===== src/adjacent_duplicate_line_filter_macros.svh =====
// Assertion helpers, compiled out for synthesis.
`ifndef ADJACENT_DUPLICATE_LINE_FILTER_MACROS_SVH
`define ADJACENT_DUPLICATE_LINE_FILTER_MACROS_SVH

`ifndef SYNTHESIS
`define ADF_ASSERT_IMP(lbl, ante, cons) \
    lbl: assert property (@(posedge i_clk) disable iff (!i_rst_n) (ante) |-> (cons)) \
        else $error("assertion failed");
`define ADF_ASSERT_NEXT(lbl, ante, cons) \
    lbl: assert property (@(posedge i_clk) disable iff (!i_rst_n) (ante) |=> (cons)) \
        else $error("assertion failed");
`else
`define ADF_ASSERT_IMP(lbl, ante, cons)
`define ADF_ASSERT_NEXT(lbl, ante, cons)
`endif

`endif


===== src/adf_pkg.sv =====
`timescale 1ns / 1ps

package adf_pkg;

    localparam logic [7:0]  HASH_CHAR = 8'h23;
    localparam logic [31:0] RUN_MAX   = 32'hFFFF_FFFF;

    localparam logic [1:0] CFG_OUTPUT_MODE     = 2'd0;
    localparam logic [1:0] CFG_DIRECTIVE_SPLIT = 2'd1;
    localparam logic [1:0] CFG_LINE_LIMIT      = 2'd2;

    localparam logic [1:0] MODE_ALL        = 2'd0;
    localparam logic [1:0] MODE_UNIQUE     = 2'd1;
    localparam logic [1:0] MODE_REPEATED   = 2'd2;
    localparam logic [1:0] MODE_UNIQUE_ALT = 2'd3;

    localparam logic [10:0] LIMIT_RESET = 11'd1024;

    typedef struct packed {
        logic       flush;
        logic [7:0] data_byte;
        logic       in_stored;
        logic       len_eq;
        logic       complete;
        logic       starts_hash;
    } t_s1;

    typedef struct packed {
        logic [1:0] output_mode;
        logic       directive_split;
    } t_run_cfg;

endpackage


===== src/adf_out_if.sv =====
`timescale 1ns / 1ps

interface adf_out_if;
    logic        valid;
    logic        ready;
    logic        keep;
    logic [31:0] run_count;

    modport source (output valid, output keep, output run_count, input ready);
    modport sink   (input valid, input keep, input run_count, output ready);
endinterface


===== src/adf_run.sv =====
`timescale 1ns / 1ps
`include "adjacent_duplicate_line_filter_macros.svh"

module adf_run
    import adf_pkg::*;
(
    input  logic        i_clk,
    input  logic        i_rst_n,
    input  t_run_cfg    i_cfg,
    input  logic        i_s1_valid,
    input  t_s1         i_s1,
    input  logic [7:0]  i_rdata,
    output logic        o_s1_free,
    adf_out_if.source   o_out
);

    logic        r_mis;
    logic        r_have;
    logic [31:0] r_run;
    logic        r_out_valid;
    logic        r_out_keep;
    logic [31:0] r_out_count;

    logic        n_mis;
    logic        n_have;
    logic [31:0] n_run;

    logic        mis_now;
    logic        equal;
    logic        s1_emit;
    logic        s1_adv;
    logic        keep_now;

    assign mis_now = r_mis || !i_s1.in_stored || (i_rdata != i_s1.data_byte);
    assign equal   = !mis_now && i_s1.len_eq;

    always_comb begin
        s1_emit = 1'b0;
        if (i_s1_valid) begin
            if (i_s1.flush) begin
                s1_emit = r_have;
            end else if (i_s1.complete && r_have) begin
                s1_emit = !equal || (i_cfg.directive_split && i_s1.starts_hash);
            end
        end
    end

    always_comb begin
        unique case (i_cfg.output_mode) inside
            MODE_ALL:      keep_now = 1'b1;
            MODE_REPEATED: keep_now = r_run != 32'd1;
            MODE_UNIQUE, MODE_UNIQUE_ALT: keep_now = r_run == 32'd1;
            default:       keep_now = 1'b1;
        endcase
    end

    assign s1_adv    = !s1_emit || !r_out_valid || o_out.ready;
    assign o_s1_free = !i_s1_valid || s1_adv;

    always_comb begin
        n_mis  = r_mis;
        n_have = r_have;
        n_run  = r_run;
        if (i_s1_valid && s1_adv) begin
            if (i_s1.flush) begin
                n_mis  = 1'b0;
                n_have = 1'b0;
                n_run  = '0;
            end else if (!i_s1.complete) begin
                n_mis = mis_now;
            end else begin
                n_mis = 1'b0;
                if (!r_have) begin
                    n_have = 1'b1;
                    n_run  = 32'd1;
                end else if (s1_emit) begin
                    n_run = 32'd1;
                end else if (r_run != RUN_MAX) begin
                    n_run = r_run + 32'd1;
                end
            end
        end
    end

    always_ff @(posedge i_clk) begin
        if (!i_rst_n) begin
            r_mis       <= 1'b0;
            r_have      <= 1'b0;
            r_run       <= '0;
            r_out_valid <= 1'b0;
        end else begin
            r_mis  <= n_mis;
            r_have <= n_have;
            r_run  <= n_run;
            if (i_s1_valid && s1_adv && s1_emit) begin
                r_out_valid <= 1'b1;
            end else if (o_out.ready) begin
                r_out_valid <= 1'b0;
            end
        end
    end

    always_ff @(posedge i_clk) begin
        if (i_s1_valid && s1_adv && s1_emit) begin
            r_out_keep  <= keep_now;
            r_out_count <= r_run;
        end
    end

    assign o_out.valid     = r_out_valid;
    assign o_out.keep      = r_out_keep;
    assign o_out.run_count = r_out_count;

    `ADF_ASSERT_IMP(a_no_overwrite, i_s1_valid && s1_emit && r_out_valid && !o_out.ready, !o_s1_free)
    `ADF_ASSERT_IMP(a_open_run_nonzero, r_have, r_run != 32'd0)
    `ADF_ASSERT_NEXT(a_emit_count_nonzero, i_s1_valid && s1_adv && s1_emit, r_out_count != 32'd0)

endmodule


===== src/flat_wrapper.sv =====
// flat-port wrapper written by rule: the top's interface ports become plain ports
module adf_run_flat import adf_pkg::*;
  (i_clk, i_rst_n, i_cfg, i_s1_valid, i_s1, i_rdata, o_s1_free, o_out_valid, o_out_keep, o_out_run_count, o_out_ready);
  adf_out_if o_out_i ();
  input  logic i_clk;
  input  logic i_rst_n;
  input  t_run_cfg i_cfg;
  input  logic i_s1_valid;
  input  t_s1 i_s1;
  input  logic [7:0] i_rdata;
  output logic o_s1_free;
  output wire logic [$bits(o_out_i.valid)-1:0] o_out_valid;
  output wire logic [$bits(o_out_i.keep)-1:0] o_out_keep;
  output wire logic [$bits(o_out_i.run_count)-1:0] o_out_run_count;
  input wire logic [$bits(o_out_i.ready)-1:0] o_out_ready;
  assign o_out_valid = o_out_i.valid;
  assign o_out_keep = o_out_i.keep;
  assign o_out_run_count = o_out_i.run_count;
  assign o_out_i.ready = o_out_ready;
  adf_run u_core (.i_clk(i_clk), .i_rst_n(i_rst_n), .i_cfg(i_cfg), .i_s1_valid(i_s1_valid), .i_s1(i_s1), .i_rdata(i_rdata), .o_s1_free(o_s1_free), .o_out(o_out_i));
endmodule

===== config.mk =====
export PLATFORM = sky130hd
export DESIGN_NAME = adf_run_flat
export DESIGN_NICKNAME = d
export VERILOG_FILES = /design/src/adf_pkg.sv /design/src/adf_out_if.sv /design/src/adf_run.sv /design/src/flat_wrapper.sv
export VERILOG_INCLUDE_DIRS = /design/src /design/src/src
export SDC_FILE = /design/constraint.sdc
export NUM_CORES = 1
export LEC_CHECK = 0
export ABC_AREA = 1
export BUFFER_PORTS_ARGS = -buffer_cell sky130_fd_sc_hd__clkbuf_2
export CAP_MARGIN = 10
export CELL_PAD_IN_SITES_DETAIL_PLACEMENT = 0
export CELL_PAD_IN_SITES_GLOBAL_PLACEMENT = 2
export CORE_MARGIN = 10
export CORE_UTILIZATION = 33
export CTS_BUF_LIST = sky130_fd_sc_hd__clkbuf_4
export CTS_CLUSTER_DIAMETER = 150
export DETAILED_ROUTE_END_ITERATION = 8
export GPL_TIMING_DRIVEN = 0
export PLACE_DENSITY = 0.91
export SLEW_MARGIN = 10
export SYNTH_ARGS = -nofsm -noshare
export SYNTH_HDL_FRONTEND = slang
export SYNTH_SLANG_ARGS = --single-unit

===== constraint.sdc =====
create_clock -name i_clk -period 3.5 [get_ports i_clk]
set_input_delay 0.875 -clock i_clk [delete_from_list [all_inputs] [get_ports i_clk]]
set_output_delay 0.875 -clock i_clk [all_outputs]
set_load 0.02 [all_outputs]

==> flow_summary.ini, run 1 <==
[yosys]
ys_seq_elements = 68
ys_warn_count = 0
syn_area_per_cell_um2 = 7.20
ys_types = 35
syn_inst = 521
syn_area_mm2 = 0.00375
yosys.area_share.simple_pct = 40.0
synth.net_count = 551
synth-adder-area-share_pct = 0.667
synth_compound_area_share_pct = 3.44
synthXorXnorAreaFrac_pct = 3.97
ys_seq_area_share_pct = 45.1
yosys-mux-area-fraction_pct = 0.267
synth_top_family_by_area = simple AND/OR/NAND/NOR gates

[drt]
wire_per_inst_um = 14.5
post_drt_via_cell_ratio = 4.70
finalWirelength_um = 10700
drt_iter0_drc = 189
vias = 3466
ant_nets = 0
drcViolationCount = 0
drt_first_pass_iters = 5

[status]
status = completed

[clock_network]
post_cts_resized = 0
clk_latency_ns = 0.43
cts_tree = yes
cts_root_buffer = clkbuf_4
postCtsSetupRepairBufs = 0
clkTransAtPathRegs_ns = 0.09
clock-sinks = 68
cts_hold_buf = 0
htree_levels = 3
cts_buffers = 9
clockBufferDepth = 2

[worst_setup_path]
cp.required_ns = 2.62
r2r_cells = 13
crit_path_end_kind = output pin
rr_startpoint = u_core.r_run[6]$_SDFFE_PN0P_
regToRegEndpoint = u_core.r_run[18]$_SDFFE_PN0P_
reg2reg_slack_ns = 1.33
critPathLaunchType = input pin
cp_slowest_stage_delay_ns = 0.19
critical_path_arrival_ns = 1.80
path_delay_family = simple AND/OR/NAND/NOR gates
cp_max_fo = 3
crit_slowest_cell = clkbuf_2
crit_buf_inv = 2
critPathKind = in -> out
path_cells = clkbuf_2 > xnor2_1 > o21ai_0 > nor2_1 > nand3_1 > nand3_1 > clkbuf_2

[placement]
dp_hpwl_um = 8140
place_congestion = 0.888
io_buffers = 61
dpl_cell_area_mm2 = 0.00423
pre_cts_slack_ns = 0.493
dp_cells = 722

[grt]
grt_usage_pct = 13.6
grt_max_degree = 35
overflow = 0
antenna_found_initial = 0
grt_pass1_vias = 3406
grt_pass1_wl_um = 17600

[layout]
nets = 623
finalInstanceArea_mm2 = 0.00441
drive_gt1_share_pct = 17.4
antennaDiodeCount = 0
post-route-util_pct = 40.1
stdcell_count = 738
area_delta_synth_final_pct = 17.5

[sta]
hold_viol_final = 0
fin_setup_tns_ns = 0
layout_setup_ws_ns = 0.829
finalSetupViolCount = 0
maxSlewViolCount = 0
tightest_slew_ns = 0.744
rsz0062_at_grt = no
finalCriticalPeriod_ns = 2.67
finalCritPeriodShare_pct = 76.3
fin_skew_ns = 0.0168
relSlewSlack_pct = 50.3
fmax_mhz = 374

[floorplanning]
ios = 63
die_x_um = 127
rows = 38
coreArea_mm2 = 0.0110
dieHeight_um = 127
start_util_pct = 34.2
die_area_mm2 = 0.0160

[min_path]
hold_path_class = reg -> reg
holdPathEnd = u_core.o_out.run_count[17]$_DFFE_PP_
worstHoldPathCells = 0
hold_start = u_core.r_run[17]$_SDFFE_PN0P_

[power_and_ir_drop]
p_leak_nw = 1.78
powerDensity_mw_per_mm2 = 398
ir_drop_v = 0.000181

[job]
drv_cap = 0
## layout make-up
cell class,instances,area [um^2]
Fill cell,1185,6570
Multi-Input combinational cell,396,1810
Sequential cell,68,1690
Timing Repair Buffer,61,305
Tap cell,140,175
Inverter,41,154
Clock inverter,6,103
Buffer,16,91.3
Clock buffer,10,75.1
## cell usage after synthesis
library cell  instances  area (um^2)
clkbuf_1              4         15.0
nand2_1             144          541
nor4_1                7         43.8
buf_6                 2         22.5
nor2_1              135          507
edfxtp_1             33          991
nor3b_1               1         7.51
nand3b_1              1         7.51
nand3_4               1         17.5
xnor2_1               7         61.3
nand3_1              21          105
dfxtp_1              35          701
xor2_1               10         87.6
o21ai_0              14         70.1
o211ai_1              1         7.51
inv_2                 2         7.51
buf_1                 1         3.75
a31oi_1               2         12.5
nor2_2                3         18.8
ha_1                  2         25.0
buf_2                 7         35.0
or2_2                 3         18.8
a21oi_1               3         15.0
nand4_1              14         87.6
nor3_1               14         70.1
nor2_8                1         20.0
nand2_2               3         18.8
nor2_4                2         22.5
buf_4                 2         15.0
o21ai_1               3         15.0
nor3_2                1         10.0
a31o_2                1         8.76
or2_1                 1         6.26
mux2i_1               1         10.0
inv_1                39          146
## worst reg2reg max path, stage by stage, from the launching register on
cell	delay, ns
dfxtp_1	0.47
nand2_1	0.17
nor2_4	0.18
nand3_4	0.15
nor2_8	0.17
nand2_2	0.10
nor2_2	0.11
nand2_1	0.06
nor2_1	0.09
nor2_1	0.07
buf_6	0.16
buf_2	0.19
nor2_1	0.10
nor2_1	0.05
## cells by family (layout without fill, tap and decap cells)
group | after synthesis | count (layout)
adders and majority gates | 2 | 2
DFF | 68 | 68
xor gates and xnor gates | 17 | 17
buffers and inverters | 57 | 134
AOI/OAI and AO/OA | 24 | 24
muxes | 1 | 1
and+or+nand+nor | 352 | 352
## where the power goes
group	switching (W)	internal, W
Sequential	0.0000454	0.000866
Clock	0.000280	0.000364
Combinational	0.000126	0.0000749
Total	0.000452	0.00131
## cell usage in the layout (no fill, tap or decap), types with 2 or more instances in the layout
cell type / count
buf_4: 2
nor4_1: 7
xor2_1: 10
clkbuf_4: 10
clkinv_1: 2
nand3_1: 21
buf_6: 2
nor2_2: 3
clkbuf_2: 61
nor2_1: 135
buf_2: 7
ha_1: 2
nor2_4: 2
bufinv_16: 3
nor3_1: 14
nand2_1: 144
edfxtp_1: 33
clkbuf_1: 4
nand2_2: 3
inv_2: 3
or2_2: 3
inv_1: 38
nand4_1: 14
a21oi_1: 3
a31oi_1: 2
o21ai_1: 3
xnor2_1: 7
dfxtp_1: 35
o21ai_0: 14
## metrics by stage
step	hold WS, ns	total power (W)
final	0.437	0.00176
after global routing	0.460	0.00185
after CTS	0.442	0.00178
after detailed placement	0.418	0.00113
after global placement	0.409	0.00113
after floorplan	0.403	0.00105
## state kept, by name, summed over array words and instances, names as in the netlist
register / cells
u_core.o_out.valid: 1
u_core.o_out.run_count: 32
u_core.o_out.keep: 1
u_core.r_have: 1
u_core.r_run: 32
u_core.r_mis: 1
## per-layer routing
metal  GRT usage [%]  vias to the layer above  wire [um]
met5               0                        -          0
met3            4.46                       14        712
li1                -                     1820          -
met1            17.0                     1559       4980
met4            4.35                        0        159
met2            21.7                       73       4850
## worst max-delay path by stage
stage | endpoint | slack, ns | depth (start not counted) | from
5_1_grt | o_s1_free | 0.59 | 10 | i_s1[3]
2_1_floorplan | u_core.o_out.keep$_DFFE_PP_ | 0.66 | 12 | i_s1[3]
3_5_place_dp | u_core.o_out.run_count[11]$_DFFE_PP_ | 0.49 | 10 | i_rdata[5]
4_1_cts | o_s1_free | 0.81 | 7 | i_s1[6]
3_3_place_gp | u_core.o_out.run_count[11]$_DFFE_PP_ | 0.08 | 10 | i_rdata[5]
6_report | o_s1_free | 0.83 | 7 | i_s1[6]
Note: power is estimated with default switching activity, not from simulation.
==> run 2: changes to the inputs <==
--- a/config.mk
+++ b/config.mk
@@ -12,12 +12,12 @@
 export CELL_PAD_IN_SITES_DETAIL_PLACEMENT = 0
 export CELL_PAD_IN_SITES_GLOBAL_PLACEMENT = 2
 export CORE_MARGIN = 10
-export CORE_UTILIZATION = 33
+export CORE_UTILIZATION = 29
 export CTS_BUF_LIST = sky130_fd_sc_hd__clkbuf_4
 export CTS_CLUSTER_DIAMETER = 150
 export DETAILED_ROUTE_END_ITERATION = 8
 export GPL_TIMING_DRIVEN = 0
-export PLACE_DENSITY = 0.91
+export PLACE_DENSITY = 0.85
 export SLEW_MARGIN = 10
 export SYNTH_ARGS = -nofsm -noshare
 export SYNTH_HDL_FRONTEND = slang
==> constraint.sdc (replaced) <==
create_clock -name i_clk -period 2.2 [get_ports i_clk]
set_input_delay 0.55 -clock i_clk [delete_from_list [all_inputs] [get_ports i_clk]]
set_output_delay 0.55 -clock i_clk [all_outputs]
set_load 0.02 [all_outputs]
==> run 2 against run 1 <==
Effect of this change: flip-flop and latch count is the same; die area grew 12%; count of clock-buffer cells in the layout grew 3; critical path depth grew 1; sequential share of layout area shrank 1.3 points; critical path type is now reg -> out.
==> flow_summary.ini, run 2 (synthesis results as in run 1) <==
[placement]
dpl_cell_area_mm2 = 0.00431
io_buffers = 61
place_congestion = 0.897
dp_cells = 754
dp_hpwl_um = 8450

[clock_network]
clkTransAtPathRegs_ns = 0.11
clockBufferDepth = 2
cts_root_buffer = clkbuf_4
clock-sinks = 68
cts_buffers = 9
htree_levels = 3
clk_latency_ns = 0.43
cts_tree = yes

[sta]
hold_viol_final = 0
finalSetupViolCount = 0
relSlewSlack_pct = 55.5
holdWs_ns = 0.431
fin_skew_ns = 0.0111
rsz0062_at_grt = yes
tightest_slew_ns = 0.662
maxSlewViolCount = 0
finalCritPeriodShare_pct = 93.3
finalCriticalPeriod_ns = 2.05
fmax_mhz = 487

[layout]
finalInstanceArea_mm2 = 0.00466
nets = 633
area_delta_synth_final_pct = 24.1
stdcell_count = 781
post-route-util_pct = 36.9
drive_gt1_share_pct = 23.8
fillers = 1399
mostFrequentLayoutCell = nand2_1
final_cell_mix = nand2_1 (141), nor2_1 (131), clkbuf_2 (60), inv_1 (36), edfxtp_1 (33)

[floorplanning]
dieHeight_um = 134
rows = 41
die_area_mm2 = 0.0179
coreArea_mm2 = 0.0126
die_x_um = 134
ios = 63
start_util_pct = 29.7

[worst_setup_path]
critPathLaunchType = flop
critPathKind = reg -> out
crit_path_end_kind = output pin
critical_path_arrival_ns = 1.50
cp_max_fo = 3
cp.required_ns = 1.65

[drt]
routed-wl-met2_um = 5250
dr_wl_met3_um = 845
drt_iter0_drc = 211
ant_nets = 0
drcViolationCount = 0
drt_first_pass_iters = 5
wire_per_inst_um = 14.6
vias = 3575
finalWirelength_um = 11400
highest_layer = met4
post_drt_via_cell_ratio = 4.58
wl_met1_um = 5130

[grt]
grt_pass1_vias = 3469
grt_max_degree = 18
antenna_found_initial = 1
overflow = 0
grt_pass1_wl_um = 18200
grt_usage_pct = 12.8

[power_and_ir_drop]
power.switching_w = 0.000722
netSwitchingFraction_pct = 26.3
powerDensity_mw_per_mm2 = 589
power.share.clock_pct = 34.6
seqPwrFrac_pct = 53.0
comb_power_share_pct = 12.4
internal_power_w = 0.00202
p_leak_nw = 1.83
ir_drop_v = 0.000259

[min_path]
hold_path_class = in -> reg

[status]
status = completed

[job]
drv_cap = 0
==> run 2: changes by cell type in the layout (fill, tap and decap cells not counted), sizes merged <==
cell and change:
buf +8, bufinv -1, clkbuf +4, clkinv -2, clkinvlp +2, diode +1, inv -1
==> run 2: path summary, 6_finish.rpt <==
check	start	to	slack (ns)	cells after the start
setup reg to reg	u_core.r_run[8]$_SDFFE_PN0P_	u_core.r_run[15]$_SDFFE_PN0P_	0.15	13
hold / removal	i_rst_n	u_core.r_run[9]$_SDFFE_PN0P_	0.43	3
hold reg to reg	u_core.r_run[17]$_SDFFE_PN0P_	u_core.o_out.run_count[17]$_DFFE_PP_	0.44	0
setup / recovery	u_core.r_mis$_SDFFE_PN0P_	o_s1_free	0.15	8
==> run 2: cell type report <==
cell class              count  area [um^2]  share of cell area, %
repair inverters            1         7.51                  0.161
plain buffers              16         98.8                   2.12
inverters                  41          158                   3.39
repair buffers             70          404                   8.68
flip-flops and latches     68         1730                   37.0
multi-input cells         396         1880                   40.5
well taps                 172          215                   4.62
clock inverters             3         63.8                   1.37
diodes                      1         2.50                 0.0537
clock buffers              13         97.6                   2.10
==> run 2: stage by stage <==
step / setup TNS (ns) / power (W) / setup WS, ns
final: 0 / 0.00274 / 0.147
after global routing: -0.0124 / 0.00289 / -0.0124
after CTS: 0 / 0.00277 / 0.00773
after detailed placement: -22.66 / 0.00181 / -0.553
after global placement: -19.91 / 0.00180 / -0.505
after floorplan: 0 / 0.00168 / 0.0509
==> run 2: routing by layer <==
layer / up-vias / GRT usage (%)
met2: 92 / 20.6
li1: 1836 / -
met5: - / 0
met3: 11 / 3.50
met1: 1636 / 16.3
met4: 0 / 4.11
==> run 2: worst max-delay path: stages, from the launching register on <==
cell     delay [ns]
dfxtp_2        0.34
nor2_2         0.07
nand2_1        0.05
nor2_1         0.08
nand2_1        0.07
nor2_2         0.13
nand3_2        0.12
nand3_4        0.10
buf_6          0.12
==> run 2: power by group through the flow <==
| stage | sequential, W | clock, W | combinational, W |
|---|---|---|---|
| 3_5_place_dp | 0.00148 | 0 | 0.000329 |
| 3_3_place_gp | 0.00148 | 0 | 0.000326 |
| 2_1_floorplan | 0.00147 | 0 | 0.000213 |
| 5_1_grt | 0.00146 | 0.00104 | 0.000388 |
| 6_report | 0.00145 | 0.000949 | 0.000341 |
| 4_1_cts | 0.00145 | 0.000988 | 0.000332 |
==> run 2: timing repair <==
item                                    4_1_cts  5_1_grt
setup buffers                                 0        9
endpoints found under the setup margin       41       67
hold endpoints to repair                      0        0
gates resized for setup                       2       39
gates cloned                                  1        0
pin swaps                                     0        7
hold buffers                                  0        0
==> run 3: changes to the inputs <==
--- a/config.mk
+++ b/config.mk
@@ -18,6 +18,7 @@
 export DETAILED_ROUTE_END_ITERATION = 8
 export GPL_TIMING_DRIVEN = 0
 export PLACE_DENSITY = 0.85
+export REMOVE_ABC_BUFFERS = 1
 export SLEW_MARGIN = 10
 export SYNTH_ARGS = -nofsm -noshare
 export SYNTH_HDL_FRONTEND = slang
==> run 3 against run 2 <==
Effect of this change: clock skew grew 0.0071 ns; clock power grew 7%; die area is the same; routed wire length shrank 7.8%; flip-flop and latch count is the same; first-iteration DRC count shrank 21%; maximum frequency shrank 2.3%; final area shrank 2.7%; count of clock-buffer cells in the layout shrank 4; final cell count shrank 2.4%; critical endpoint unchanged; largest cell class unchanged.
==> flow_summary.ini, run 3 (synthesis results as in run 1) <==
[floorplanning]
coreArea_mm2 = 0.0126
dieHeight_um = 134
die_x_um = 134
die_area_mm2 = 0.0179
start_util_pct = 29.7
ios = 63
rows = 41

[drt]
drt_first_pass_iters = 5
post_drt_via_cell_ratio = 4.53
drt_iter0_drc = 167
vias = 3451
ant_nets = 0
drcViolationCount = 0
wire_per_inst_um = 13.8
finalWirelength_um = 10500

[layout]
area_delta_synth_final_pct = 20.8
final_cell_mix = nand2_1 (142), nor2_1 (131), clkbuf_2 (60), inv_1 (37), edfxtp_1 (33)
nets = 614
mostFrequentLayoutCell = nand2_1
drive_gt1_share_pct = 22.2
fillers = 1389
stdcell_count = 762

[placement]
dp_cells = 740
io_buffers = 62
dp_hpwl_um = 7600
pre_cts_slack_ns = -1.30
place_congestion = 0.852

[sta]
fmax_mhz = 476
maxSlewViolCount = 0
rsz0062_at_grt = yes
finalCriticalPeriod_ns = 2.10
relSlewSlack_pct = 58.8
finalSetupViolCount = 0
hold_viol_final = 0
tightest_slew_ns = 0.618
finalCritPeriodShare_pct = 95.5
layout_setup_ws_ns = 0.0989
fin_skew_ns = 0.0182

[power_and_ir_drop]
internal_power_w = 0.00207
seqPwrFrac_pct = 52.3
comb_power_share_pct = 11.3
netSwitchingFraction_pct = 26.1
ir_drop_v = 0.000201
power.switching_w = 0.000731
powerDensity_mw_per_mm2 = 617
power.share.clock_pct = 36.4
p_leak_nw = 1.76

[grt]
grt_pass1_vias = 3306
grt_max_degree = 35
antenna_found_initial = 1
met3_usage_pct = 3.38
use_met1_pct = 14.7
met2_usage_pct = 19.6
grt_usage_pct = 12.0
grt_pass1_wl_um = 17300
top_usage_layer = met2
overflow = 0

[clock_network]
cts_hold_buf = 0
clkTransAtPathRegs_ns = 0.12
clk_latency_ns = 0.43
cts_tree = yes
clockBufferDepth = 2
clock-sinks = 68
cts_root_buffer = clkbuf_4
cts_buffers = 9
htree_levels = 3

[min_path]
hold_path_class = in -> reg

[worst_setup_path]
cp.required_ns = 1.65
crit_path_end_kind = output pin
critical_path_arrival_ns = 1.55
critPathLaunchType = flop
critPathKind = reg -> out
cp_max_fo = 13

[status]
status = completed

[job]
drv_cap = 0
-- run 3: cell types whose count changed in the layout (fill, tap and decap cells not counted), sizes merged --
cell,before,now
clkinv,1,4
clkbuf,79,70
nor2,141,142
buf,20,5
bufinv,2,3
-- run 3: power by group through the flow --
stage | sequential, W | combinational [W] | clock, W
finish | 0.00146 | 0.000317 | 0.00102
global route | 0.00147 | 0.000364 | 0.00111
CTS | 0.00146 | 0.000319 | 0.00105
detailed placement | 0.00149 | 0.000301 | 0
global placement | 0.00149 | 0.000293 | 0
floorplan | 0.00147 | 0.000183 | 0
-- run 3: area by class of cell --
| type | count | area [um^2] | share of cell area (%) |
|---|---|---|---|
| Inverter | 41 | 163 | 3.59 |
| Timing Repair inverter | 1 | 5.00 | 0.110 |
| Timing Repair Buffer | 66 | 378 | 8.34 |
| Tap cell | 172 | 215 | 4.75 |
| Multi-Input combinational cell | 397 | 1870 | 41.3 |
| Clock buffer | 9 | 67.6 | 1.49 |
| Sequential cell | 68 | 1720 | 38.0 |
| Clock inverter | 7 | 105 | 2.32 |
| Antenna cell | 1 | 2.50 | 0.0552 |
-- run 3: final timing paths --
kind / start / endpoint / slack (ns) / cells past startpoint
min reg2reg: u_core.r_run[1]$_SDFFE_PN0P_ / u_core.o_out.run_count[1]$_DFFE_PP_ / 0.50 / 0
min: o_out_ready / u_core.o_out.valid$_SDFFE_PN0P_ / 0.42 / 4
max: u_core.r_have$_SDFFE_PN0P_ / o_s1_free / 0.1 / 4
max reg2reg: u_core.r_have$_SDFFE_PN0P_ / u_core.o_out.run_count[3]$_DFFE_PP_ / 0.19 / 6
-- run 3: through the flow --
stage	power (W)	setup TNS [ns]	hold WS, ns	area [um^2]	util [%]
after global routing	0.00295	-0.0598	0.404	4530	35.9
final	0.00280	0	0.415	4530	35.9
after global placement	0.00178	-139.87	0.511	4190	33.2
after CTS	0.00283	0	0.392	4470	35.4
after detailed placement	0.00179	-74.07	0.532	4220	33.4
after floorplan	0.00166	-50.06	0.475	3660	-
-- run 3: per-layer routing --
metal  vias to the layer above  wire length [um]
met5                         -                 0
met4                         0               142
met3                        10               639
met2                        80              5060
met1                      1553              4660
li1                       1808                 -
-- run 3: critical path: stages (launching register included) --
cell and delay (ns):
dfxtp_2 0.52, nand2_1 0.08, nor2_1 0.20, nand3_2 0.13
buf_4 0.18
-- run 3: repair_timing --
item                       in CTS  in global routing
pin swaps                       1                  1
setup endpoints to repair      67                 50
buffers inserted                2                  1
gates cloned                    2                  0
gates resized for setup        12                 30
